**src/hw/rtl/spritz_sponge_engine_defines.svh**
```systemverilog
// ----------------------------------------------------------------------------
// Spritz sponge engine - assertion macros
// Shared assertion wrappers, clocked on clk_i and disabled during reset.
// ----------------------------------------------------------------------------
`ifndef SPRITZ_SPONGE_ENGINE_DEFINES_SVH
`define SPRITZ_SPONGE_ENGINE_DEFINES_SVH

// Property holds at every edge out of reset.
`define SSE_ASSERT(name, prop, msg) \
  name: assert property (@(posedge clk_i) disable iff (!rst_ni) (prop)) else $error(msg);

// Antecedent in one cycle implies consequent in the next.
`define SSE_ASSERT_NEXT(name, ante, cons, msg) \
  name: assert property (@(posedge clk_i) disable iff (!rst_ni) (ante) |=> (cons)) \
    else $error(msg);

`endif

```
**src/hw/rtl/sse_pkg.sv**
```systemverilog
// ----------------------------------------------------------------------------
// Spritz sponge engine - package
// Sizes, command codes and the permutation memory request type.
// ----------------------------------------------------------------------------
package sse_pkg;

  localparam int PermSize   = 256;
  localparam int IdxW       = $clog2(PermSize);
  localparam int HalfSize   = PermSize / 2;
  localparam int CrushW     = $clog2(HalfSize);
  localparam int WhipRounds = 2 * PermSize;
  localparam int RoundW     = $clog2(WhipRounds);
  localparam int ShufPhases = 5;
  localparam int PhaseW     = $clog2(ShufPhases);
  localparam int NibW       = 4;
  localparam int CmdW       = 2;

  typedef enum logic [CmdW-1:0] {
    CMD_ABSORB = 2'd0,
    CMD_STOP   = 2'd1,
    CMD_DRIP   = 2'd2
  } cmd_e;

  typedef struct packed {
    logic [IdxW-1:0] raddr;
    logic            we;
    logic [IdxW-1:0] waddr;
    logic [IdxW-1:0] wdata;
  } mem_req_t;

endpackage

```
**src/hw/rtl/sse_if.sv**
```systemverilog
// ----------------------------------------------------------------------------
// Spritz sponge engine - stream interfaces
// Command channel and keystream channel, valid/ready handshake.
// ----------------------------------------------------------------------------
interface sse_cmd_if;
  logic       valid;
  logic       ready;
  logic [1:0] command;
  logic [7:0] data_byte;

  modport source (output valid, output command, output data_byte, input ready);
  modport sink   (input valid, input command, input data_byte, output ready);
endinterface

interface sse_key_if;
  logic       valid;
  logic       ready;
  logic [7:0] key_byte;

  modport source (output valid, output key_byte, input ready);
  modport sink   (input valid, input key_byte, output ready);
endinterface

```
**src/hw/rtl/sse_perm_mem.sv**
```systemverilog
// ----------------------------------------------------------------------------
// Spritz sponge engine - permutation memory
// One write and one read port, registered read data, write-first
// forwarding. Per-entry valid bits make unwritten entries read as identity.
// ----------------------------------------------------------------------------
`include "spritz_sponge_engine_defines.svh"

module sse_perm_mem (
  input  logic                    clk_i,
  input  logic                    rst_ni,
  input  sse_pkg::mem_req_t       req_i,
  output logic [sse_pkg::IdxW-1:0] rdata_o
);
  import sse_pkg::*;

  logic [IdxW-1:0]     mem_q [PermSize];
  logic [PermSize-1:0] vld_q;
  logic [IdxW-1:0]     rd_q;
  logic [IdxW-1:0]     raddr_q;
  logic [IdxW-1:0]     fwd_data_q;
  logic                hit_q;
  logic                fwd_q;

  always_ff @(posedge clk_i) begin
    if (req_i.we) begin
      mem_q[req_i.waddr] <= req_i.wdata;
    end
    rd_q       <= mem_q[req_i.raddr];
    raddr_q    <= req_i.raddr;
    fwd_data_q <= req_i.wdata;
  end

  always_ff @(posedge clk_i or negedge rst_ni) begin
    if (!rst_ni) begin
      vld_q <= '0;
      hit_q <= 1'b0;
      fwd_q <= 1'b0;
    end else begin
      if (req_i.we) begin
        vld_q[req_i.waddr] <= 1'b1;
      end
      hit_q <= vld_q[req_i.raddr];
      fwd_q <= req_i.we && (req_i.waddr == req_i.raddr);
    end
  end

  // never-written entries read back as their own address (identity)
  assign rdata_o = fwd_q ? fwd_data_q : (hit_q ? rd_q : raddr_q);

  `SSE_ASSERT(a_req_known, !$isunknown(req_i), "memory request unknown")
  `SSE_ASSERT_NEXT(a_vld_set, req_i.we, vld_q[$past(req_i.waddr)], "write did not mark entry")
  `SSE_ASSERT_NEXT(a_fwd_data, req_i.we && (req_i.waddr == req_i.raddr), rdata_o == $past(req_i.wdata), "forwarding lost write data")

endmodule

```
**src/hw/rtl/spritz_sponge_engine.sv**
```systemverilog
// ----------------------------------------------------------------------------
// Spritz sponge engine (N = 256)
// Commands absorb a byte, absorb a stop marker or drip one keystream byte.
// The 256-byte permutation sits in a single-port-read, single-port-write
// memory and each cipher state makes at most one memory access, so the
// memory ports set the rate: absorb stop only steps the counter, absorb byte
// runs one swap per nibble, drip runs one update (UPD0 to UPD4) and then
// the output chain (OUT0 to OUT3). A shuffle, run when the absorb counter
// is full or before a drip that follows absorbed input, adds 3 x 512
// updates plus two crush passes of 128 pairs, where a pair writes back
// only when it is out of order. A drip result waits in the output register
// while the next command is taken; a second drip stalls at its last read
// until the pending byte is taken. No clearing pass follows reset.
// ----------------------------------------------------------------------------
`include "spritz_sponge_engine_defines.svh"

module spritz_sponge_engine (
  input  logic      clk_i,
  input  logic      rst_ni,
  sse_cmd_if.sink   cmd_i,
  sse_key_if.source key_o
);
  import sse_pkg::*;

  typedef enum logic [3:0] {
    ST_IDLE,
    ST_DECIDE,
    ST_SW0,
    ST_SW1,
    ST_SW2,
    ST_SW3,
    ST_UPD0,
    ST_UPD1,
    ST_UPD2,
    ST_UPD3,
    ST_UPD4,
    ST_OUT0,
    ST_OUT1,
    ST_OUT2,
    ST_OUT3
  } state_e;

  localparam logic [IdxW-1:0]   HalfIdx   = IdxW'(HalfSize);
  localparam logic [IdxW-1:0]   IdxMax    = IdxW'(PermSize - 1);
  localparam logic [CrushW-1:0] CrushLast = CrushW'(HalfSize - 1);
  localparam logic [RoundW-1:0] RoundLast = RoundW'(WhipRounds - 1);
  localparam logic [PhaseW-1:0] PhaseLast = PhaseW'(ShufPhases - 1);

  state_e            state_q, state_d;
  cmd_e              cmd_q, cmd_d;
  logic [7:0]        data_q, data_d;
  logic              nib_q, nib_d;
  logic              shuf_q, shuf_d;
  logic [PhaseW-1:0] phase_q, phase_d;
  logic [RoundW-1:0] round_q, round_d;
  logic [CrushW-1:0] v_q, v_d;
  logic [IdxW-1:0]   i_q, i_d;
  logic [IdxW-1:0]   j_q, j_d;
  logic [IdxW-1:0]   k_q, k_d;
  logic [IdxW-1:0]   w_q, w_d;
  logic [IdxW-1:0]   cnt_q, cnt_d;
  logic [IdxW-1:0]   last_q, last_d;
  logic [IdxW-1:0]   a_q, a_d;
  logic              key_vld_q, key_vld_d;

  mem_req_t          mem_req;
  logic [IdxW-1:0]   rd;
  logic [NibW-1:0]   nib;
  logic [IdxW-1:0]   sw_addr_a;
  logic [IdxW-1:0]   sw_addr_b;
  logic [IdxW-1:0]   w_inc;
  logic [IdxW-1:0]   w_next;
  logic              go_shuf;
  logic              sw_done;
  logic              upd_done;

  sse_perm_mem u_mem (
    .clk_i   (clk_i),
    .rst_ni  (rst_ni),
    .req_i   (mem_req),
    .rdata_o (rd)
  );

  assign nib       = nib_q ? data_q[7:4] : data_q[3:0];
  // crush pairs v with its mirror; absorb pairs the counter with 128 + nibble
  assign sw_addr_a = shuf_q ? {1'b0, v_q} : cnt_q;
  assign sw_addr_b = shuf_q ? (IdxMax - {1'b0, v_q}) : (HalfIdx | IdxW'(nib));
  assign w_inc     = w_q + 8'd1;
  assign w_next    = w_inc[0] ? w_inc : (w_inc + 8'd1);

  always_comb begin
    state_d   = state_q;
    cmd_d     = cmd_q;
    data_d    = data_q;
    nib_d     = nib_q;
    shuf_d    = shuf_q;
    phase_d   = phase_q;
    round_d   = round_q;
    v_d       = v_q;
    i_d       = i_q;
    j_d       = j_q;
    k_d       = k_q;
    w_d       = w_q;
    cnt_d     = cnt_q;
    last_d    = last_q;
    a_d       = a_q;
    key_vld_d = key_vld_q;
    mem_req   = '0;
    go_shuf   = 1'b0;
    sw_done   = 1'b0;
    upd_done  = 1'b0;

    if (key_vld_q && key_o.ready) begin
      key_vld_d = 1'b0;
    end

    case (state_q)
      ST_IDLE: begin
        if (cmd_i.valid) begin
          cmd_d   = cmd_e'(cmd_i.command);
          data_d  = cmd_i.data_byte;
          nib_d   = 1'b0;
          state_d = ST_DECIDE;
        end
      end
      ST_DECIDE: begin
        case (cmd_q)
          CMD_ABSORB: begin
            if (cnt_q == HalfIdx) begin
              go_shuf = 1'b1;
            end else begin
              state_d = ST_SW0;
            end
          end
          CMD_STOP: begin
            if (cnt_q == HalfIdx) begin
              go_shuf = 1'b1;
            end else begin
              cnt_d   = cnt_q + 8'd1;
              state_d = ST_IDLE;
            end
          end
          CMD_DRIP: begin
            if (cnt_q != '0) begin
              go_shuf = 1'b1;
            end else begin
              state_d = ST_UPD0;
            end
          end
          default: begin
            state_d = ST_IDLE;
          end
        endcase
      end
      ST_SW0: begin
        mem_req.raddr = sw_addr_a;
        state_d       = ST_SW1;
      end
      ST_SW1: begin
        a_d           = rd;
        mem_req.raddr = sw_addr_b;
        state_d       = ST_SW2;
      end
      ST_SW2: begin
        if (!shuf_q || (a_q > rd)) begin
          mem_req.we    = 1'b1;
          mem_req.waddr = sw_addr_a;
          mem_req.wdata = rd;
          state_d       = ST_SW3;
        end else begin
          sw_done = 1'b1;
        end
      end
      ST_SW3: begin
        mem_req.we    = 1'b1;
        mem_req.waddr = sw_addr_b;
        mem_req.wdata = a_q;
        sw_done       = 1'b1;
      end
      ST_UPD0: begin
        i_d           = 8'(i_q + w_q);
        mem_req.raddr = 8'(i_q + w_q);
        state_d       = ST_UPD1;
      end
      ST_UPD1: begin
        a_d           = rd;
        mem_req.raddr = 8'(j_q + rd);
        state_d       = ST_UPD2;
      end
      ST_UPD2: begin
        j_d           = 8'(k_q + rd);
        mem_req.raddr = 8'(k_q + rd);
        state_d       = ST_UPD3;
      end
      ST_UPD3: begin
        k_d           = 8'(i_q + k_q + rd);
        mem_req.we    = 1'b1;
        mem_req.waddr = i_q;
        mem_req.wdata = rd;
        state_d       = ST_UPD4;
      end
      ST_UPD4: begin
        mem_req.we    = 1'b1;
        mem_req.waddr = j_q;
        mem_req.wdata = a_q;
        upd_done      = 1'b1;
      end
      ST_OUT0: begin
        mem_req.raddr = 8'(last_q + k_q);
        state_d       = ST_OUT1;
      end
      ST_OUT1: begin
        mem_req.raddr = 8'(i_q + rd);
        state_d       = ST_OUT2;
      end
      ST_OUT2: begin
        a_d           = rd;
        mem_req.raddr = 8'(j_q + rd);
        state_d       = ST_OUT3;
      end
      ST_OUT3: begin
        // re-read the same entry while the previous beat is pending
        mem_req.raddr = 8'(j_q + a_q);
        if (!key_vld_q || key_o.ready) begin
          last_d    = rd;
          key_vld_d = 1'b1;
          state_d   = ST_IDLE;
        end
      end
      default: begin
        state_d = ST_IDLE;
      end
    endcase

    if (go_shuf) begin
      shuf_d  = 1'b1;
      phase_d = '0;
      round_d = '0;
      state_d = ST_UPD0;
    end

    if (sw_done) begin
      if (shuf_q) begin
        if (v_q == CrushLast) begin
          phase_d = phase_q + 3'd1;
          round_d = '0;
          state_d = ST_UPD0;
        end else begin
          v_d     = v_q + 7'd1;
          state_d = ST_SW0;
        end
      end else begin
        cnt_d = cnt_q + 8'd1;
        if (nib_q) begin
          state_d = ST_IDLE;
        end else begin
          nib_d   = 1'b1;
          state_d = ST_DECIDE;
        end
      end
    end

    if (upd_done) begin
      if (shuf_q) begin
        if (round_q == RoundLast) begin
          w_d     = w_next;
          round_d = '0;
          if (phase_q == PhaseLast) begin
            shuf_d  = 1'b0;
            cnt_d   = '0;
            state_d = ST_DECIDE;
          end else begin
            phase_d = phase_q + 3'd1;
            v_d     = '0;
            state_d = ST_SW0;
          end
        end else begin
          round_d = round_q + 9'd1;
          state_d = ST_UPD0;
        end
      end else begin
        state_d = ST_OUT0;
      end
    end
  end

  always_ff @(posedge clk_i or negedge rst_ni) begin
    if (!rst_ni) begin
      state_q   <= ST_IDLE;
      cmd_q     <= CMD_ABSORB;
      data_q    <= '0;
      nib_q     <= 1'b0;
      shuf_q    <= 1'b0;
      phase_q   <= '0;
      round_q   <= '0;
      v_q       <= '0;
      i_q       <= '0;
      j_q       <= '0;
      k_q       <= '0;
      w_q       <= 8'd1;
      cnt_q     <= '0;
      last_q    <= '0;
      a_q       <= '0;
      key_vld_q <= 1'b0;
    end else begin
      state_q   <= state_d;
      cmd_q     <= cmd_d;
      data_q    <= data_d;
      nib_q     <= nib_d;
      shuf_q    <= shuf_d;
      phase_q   <= phase_d;
      round_q   <= round_d;
      v_q       <= v_d;
      i_q       <= i_d;
      j_q       <= j_d;
      k_q       <= k_d;
      w_q       <= w_d;
      cnt_q     <= cnt_d;
      last_q    <= last_d;
      a_q       <= a_d;
      key_vld_q <= key_vld_d;
    end
  end

  assign cmd_i.ready    = (state_q == ST_IDLE);
  assign key_o.valid    = key_vld_q;
  assign key_o.key_byte = last_q;

  `SSE_ASSERT(a_w_odd, w_q[0], "step w became even")
  `SSE_ASSERT(a_cnt_range, cnt_q <= HalfIdx, "absorb counter past half size")
  `SSE_ASSERT(a_swap_pair, (state_q != ST_SW1) || (sw_addr_a != sw_addr_b), "swap pair collides")
  `SSE_ASSERT_NEXT(a_out_hold, (state_q == ST_OUT3) && key_vld_q && !key_o.ready, state_q == ST_OUT3, "drip overran pending beat")

endmodule

```
**src/flat_wrapper.sv**
```systemverilog
// flat-port wrapper written by rule: the top's interface ports become plain ports
module spritz_sponge_engine_flat import sse_pkg::*;
  (clk_i, rst_ni, cmd_i_valid, cmd_i_command, cmd_i_data_byte, cmd_i_ready, key_o_valid, key_o_key_byte, key_o_ready);
  sse_cmd_if cmd_i_i ();
  sse_key_if key_o_i ();
  input  logic clk_i;
  input  logic rst_ni;
  input wire logic [$bits(cmd_i_i.valid)-1:0] cmd_i_valid;
  input wire logic [$bits(cmd_i_i.command)-1:0] cmd_i_command;
  input wire logic [$bits(cmd_i_i.data_byte)-1:0] cmd_i_data_byte;
  output wire logic [$bits(cmd_i_i.ready)-1:0] cmd_i_ready;
  output wire logic [$bits(key_o_i.valid)-1:0] key_o_valid;
  output wire logic [$bits(key_o_i.key_byte)-1:0] key_o_key_byte;
  input wire logic [$bits(key_o_i.ready)-1:0] key_o_ready;
  assign cmd_i_i.valid = cmd_i_valid;
  assign cmd_i_i.command = cmd_i_command;
  assign cmd_i_i.data_byte = cmd_i_data_byte;
  assign cmd_i_ready = cmd_i_i.ready;
  assign key_o_valid = key_o_i.valid;
  assign key_o_key_byte = key_o_i.key_byte;
  assign key_o_i.ready = key_o_ready;
  spritz_sponge_engine u_core (.clk_i(clk_i), .rst_ni(rst_ni), .cmd_i(cmd_i_i), .key_o(key_o_i));
endmodule
```
**config.mk**
```make
export PLATFORM = sky130hd
export DESIGN_NAME = spritz_sponge_engine_flat
export DESIGN_NICKNAME = d
export VERILOG_FILES = /design/src/hw/rtl/sse_pkg.sv /design/src/hw/rtl/sse_if.sv /design/src/hw/rtl/sse_perm_mem.sv /design/src/hw/rtl/spritz_sponge_engine.sv /design/src/flat_wrapper.sv
export VERILOG_INCLUDE_DIRS = /design/src /design/src/hw/rtl
export SDC_FILE = /design/constraint.sdc
export NUM_CORES = 2
export LEC_CHECK = 0
export BUFFER_PORTS_ARGS = -buffer_cell sky130_fd_sc_hd__clkbuf_2
export CORE_MARGIN = 2
export CORE_UTILIZATION = 57
export DETAILED_ROUTE_END_ITERATION = 16
export MAX_ROUTING_LAYER = met4
export PLACE_DENSITY = 0.73
export SLEW_MARGIN = 5
export SYNTH_ARGS = -nofsm -noshare
export SYNTH_HDL_FRONTEND = slang
export SYNTH_SLANG_ARGS = --single-unit
```
**constraint.sdc**
```tcl
create_clock -name clk_i -period 14.47 [get_ports clk_i]
set_clock_uncertainty 0.2 [all_clocks]
set_input_delay 2.894 -clock clk_i [delete_from_list [all_inputs] [get_ports clk_i]]
set_output_delay 2.894 -clock clk_i [all_outputs]
set_load 0.02 [all_outputs]
```
* Word level (Yosys, flattened, before mapping)
Memories as Yosys holds them, arrays and structs flattened. A register that Yosys moved wholly into a read port is not among the register bits. Index checks and enable logic that the tools add are counted.
Operators by class: add/sub/neg operators 15, equality and inequality tests 28, bitwise operators 1, reduce and logical (&&, ||, !) cells 18, magnitude comparators 4, multiplexer cells 83
Operators with widths (count):
- $or 256x256->256 | 1
- $mux 8 | 14
- $pmux 17 s4 | 1
- $add 8x8->8 | 8
- $pmux 8 s8 | 1
- $mux 9 | 7
- $pmux 4 s14 | 1
- $mux 7 | 7
- $mux 4 | 12
- $mux 3 | 10
- $eq 4x4->1 const B | 7
- $add 8x1->8 const B | 3
- $mux 1 | 23
- $lt 8x9->1 const B | 2
- $ne 6x3->1 const B | 3
- $mux 17 | 1
- $eq 4x3->1 const B | 4
- $pmux 4 s3 | 1
- $ne 5x1->1 const B | 2
- $add 9x1->9 const B | 1
- $eq 9x9->1 const B | 1
- $bmux 1 s8 | 1
- $demux 1 s8 | 1
- $eq 4x2->1 const B | 2
- other kinds (27) | 35
Storage, ports and cells: word-level logic and storage cells 171, bits in registers 366, input bits 14, memories 1, bits in writable memories 2048
Memory list:
- u_core.u_mem.mem_q | words 256, width 8, read ports 1, clocked after memory_dff 1, write ports 1, line sse_perm_mem.sv:16 | logic [IdxW-1:0] mem_q [PermSize];

* Logic depth before layout (Yosys ltp)
depth after elaboration 12, mapped depth 27

* Modules after synthesis
Synthesis repeated with hierarchy kept, for this count alone.
Second synthesis, totals: cells, all modules 5201, area, all modules 97449.7 um2
Modules (own cells, without submodules):
- sse_perm_mem | cells an instance 4398, sequential area each 68435.6 um2, instances 1, area an instance 90316.6 um2
- spritz_sponge_engine | cells an instance 803, sequential area each 2303.5 um2, instances 1, area an instance 7133.1 um2

* Worst setup path before layout
No wires, ideal clock.
path kind register -> register, start point register u_core.u_mem.hit_q, end point memory u_core.u_mem.mem_q[0][1] (netlist bit) (data pin), cell stages (with the launch flop) 16, clock period less this slack 14906 ps, library setup time 2195 ps, path slack -436 ps, arrival time 12511 ps, path through dfrtp_1 -> clkbuf_1 -> mux2i_1 -> nor2_1 -> a21oi_1 -> inv_1 -> ha_1 -> nor2b_1 -> o21a_1 -> o21ai_0 -> a21oi_1 -> o22ai_1 -> a21o_1 -> and2_1 -> clkbuf_1 -> o21ai_0
RTL lines:
- start: declaration | line sse_perm_mem.sv:21 | logic hit_q;
- start signal: assignment | line sse_perm_mem.sv:42 | hit_q <= vld_q[req_i.raddr];
- end: declaration | line sse_perm_mem.sv:16

* Worst setup path in the final report
start point register u_core.u_mem.hit_q, end point register u_core.u_mem.rd_q[3], read port of u_core.u_mem.mem_q
Between the ends: longest elaborated chain between the ends 4, elaborated cells on any way between the ends 6
Ends and longest elaborated chain:
- $mux 8 (*) (2 in series) | line sse_perm_mem.sv:48 | assign rdata_o = fwd_q ? fwd_data_q : (hit_q ? rd_q : raddr_q);
- via u_core.rd[0] | line spritz_sponge_engine.sv:67 | logic [IdxW-1:0] rd;
- $add 8x8->8 (on tied branches)
- $pmux 8 s8 (*) | line spritz_sponge_engine.sv:117 | case (state_q)
- end: declaration | line sse_perm_mem.sv:18 | logic [IdxW-1:0] rd_q;
The timed path passes the listed nets; every way through them passes the cells marked *. A chain may end at the register's enable or synchronous reset.

==> reports/results.ini <==
[status]
run_status=finished clean

[place]
io_buffers=23
hpwl_um=188000
gp_congestion=0.935

[global_routing]
overflow=0
grt_pass1_vias=65900
grt_max_degree=209
grt_antenna_before_repair=21
grt_usage=0.370
grt_pass1_wl_um=469000

[sta]
maxSlewViolCount=0
max_freq_mhz=111
hold_ws_ns=0.272
period_minus_slack_ns=9.03
fin_crit_sh=0.624
setup_viol=0
hold_viol_final=0
worst_pin_slew_ns=1.43
relSlewSlack=0.0337
grt_setup_unrepaired=no

[logic_synthesis]
syn_area_um2=101000
syn_nets=7975
synthCells=7891
yosysTopAreaCell=edfxtp_1
synth.distinct_cells=106
ys_async_sr_fraction=0.145
yosysTopAreaCellShare=0.610
synth_area_leaders=edfxtp_1, dfrtp_1, nand2_1
ys_ff_latch=2422
avgSynthCellArea_um2=12.8
yosysWarnings=0
ys_seq_area_frac=0.702
synth-main-ff-cell=edfxtp_1
synth_edf_count=2048

[layout]
largest_reg_flops=2048
finalNetCount=7850
multiInputGateArea_um2=27500
regArea_um2=70700
final_layout_size_suffix_gt1_frac=0.0841
area_delta_synth_final_pct=9.75
largestRegisters=u_core.u_mem.mem_q (2048), u_core.u_mem.vld_q (256), u_core.round_q (9)
layout_common_cells=edfxtp_1, nand2_1, nand3_1
layout_commonest_cell=edfxtp_1
fill_cells=12900
top_register=u_core.u_mem.mem_q

[clocking]
cts_setup_buffers=0
cts_buffers=229
clock_sinks=2422
clk_latency_ns=0.89
cts_hold_buf=0
clkTransAtPathRegs_ns=0.06
cts_tree=done
clk_path_buf_depth=3
cts.repair.resized=0
cts_max_level=4
cts_root_buffer=clkbuf_16

[worst_setup_path]
crit_chain=mux2i_1 -> nor2_1 -> a21oi_1 -> inv_1 -> ha_1 -> fa_1 -> xnor2_1 -> o22ai_2 -> nor4_4 -> buf_12 -> and2_4 -> buf_4 -> buf_4 -> buf_4 -> nand2_1 -> a32oi_1 -> a31oi_1 -> or4_1 -> o311ai_1 -> a32o_1
start_kind=flop
cp_slowest_stage_delay_ns=1.22
crit_fanout=58
crit_path_frequent_cell=buf_4
cp-end-kind=flop
timing.rr.start=u_core.u_mem.hit_q
crit_required_ns=15.10
slowest_stage=o311ai_1
critical_path_class=reg -> reg
crit_path_start=u_core.u_mem.hit_q
critPathArrivalTime_ns=9.65

[route]
drt_first_pass_iters=6
routed_via_density=6.82
ant_nets=0
drt-initial-drc-count=12400
wl_per_cell_um=31.7
post-route-drc-count=0
wirelength_um=328000
vias=70500

[floorplan]
die_w_um=425
core.rowCount=154
dieHeight_um=425
io_pins=24
start_util=0.573
core-area_um2=176000
dieArea_um2=180000

[worst_hold_path]
hold_start=u_core.u_mem.vld_q[6]
hold_class=reg -> reg

[job]
max_cap_viol_count=0

Yosys cell counts, types with 23 or more instances:
cell type,count
ha_1,57
buf_4,78
a32oi_1,111
o22ai_1,25
o21ai_0,131
nor2_1,363
nand2_1,1853
mux2i_1,248
dfxtp_1,24
buf_1,48
a21oi_1,199
a21o_1,23
a311oi_1,81
and3_1,141
or2_2,24
buf_2,228
xnor2_1,29
nand4_1,85
dfrtp_1,349
mux2_2,25
o211ai_1,25
a22oi_1,32
edfxtp_1,2048
nand3_1,584
inv_1,28
a31oi_1,131
nor3_1,38
a211oi_1,86
o21bai_1,245
clkbuf_1,185
kinds of logic (layout without fill, tap and decap cells):
| family | count (synthesis) | count (layout) | share of synthesized area |
|---|---|---|---|
| buffers and inverters | 586 | 665 | 0.0287 |
| adders and majority gates | 70 | 70 | 0.00965 |
| AOI/OAI and AO/OA | 1263 | 1263 | 0.0891 |
| xor gates and xnor gates | 45 | 45 | 0.00391 |
| DFF | 2422 | 2422 | 0.702 |
| muxes | 275 | 275 | 0.0277 |
| other | 0 | 21 | 0 |
| and+or+nand+nor | 3230 | 3230 | 0.139 |
layout make-up:
cell class	count	area share
Tap cell	2340	0.0265
Clock inverter	129	0.0127
Clock buffer	306	0.0566
Sequential cell	2422	0.639
Multi-Input combinational cell	4883	0.249
Timing Repair Buffer	196	0.0143
Inverter	34	0.00162
Antenna cell	21	0.000475
per-stage QoR:
| step | std cells | util | setup TNS [ns] | area, µm² | setup slack, ns |
|---|---|---|---|---|---|
| 3_5_place_dp | 9875 | 0.585 | 0 | 103000 | 5.55 |
| 4_1_cts | 10300 | 0.629 | 0 | 111000 | 5.51 |
| 5_1_grt | 10300 | 0.629 | 0 | 111000 | 5.31 |
| 3_3_place_gp | 9875 | 0.585 | 0 | 103000 | 5.75 |
| 6_report | 10300 | 0.629 | 0 | 111000 | 5.44 |
| 2_1_floorplan | 7891 | - | -780.54 | 101000 | -0.436 |
critical path: cells and delay by family, from the launching register on:
| family | cells | cell delay [ns] |
|---|---|---|
| buffers and inverters | 5 | 2.59 |
| DFF | 1 | 0.59 |
| xor gates and xnor gates | 1 | 0.31 |
| AOI/OAI and AO/OA | 6 | 2.55 |
| adders and majority gates | 2 | 0.70 |
| muxes | 1 | 0.28 |
| and+or+nand+nor | 5 | 1.60 |
path summary, 6_finish.rpt:
| path | endpoint | slack [ns] | cells past startpoint |
|---|---|---|---|
| min in group asynchronous | u_core.round_q[2] | 1.78 | 1 |
| min | u_core.u_mem.vld_q[6] | 0.27 | 1 |
| max reg2reg | u_core.u_mem.rd_q[3] | 5.44 | 20 |
| max in group asynchronous | u_core.u_mem.vld_q[30] | 10.78 | 2 |
| min reg2reg | u_core.u_mem.vld_q[6] | 0.27 | 1 |
| max | u_core.u_mem.rd_q[3] | 5.44 | 20 |
layer usage:
layer / global-route usage / wire [µm] / up-vias
li1: - / - / 29000
met1: 0.485 / 115000 / 34500
met2: 0.525 / 143000 / 5870
met3: 0.105 / 48800 / 1154
met4: 0.200 / 20400 / 0
met5: - / 0 / -
Power is not shown: default switching activity piles up to over one toggle a cycle in this logic, so the estimate is an artifact.
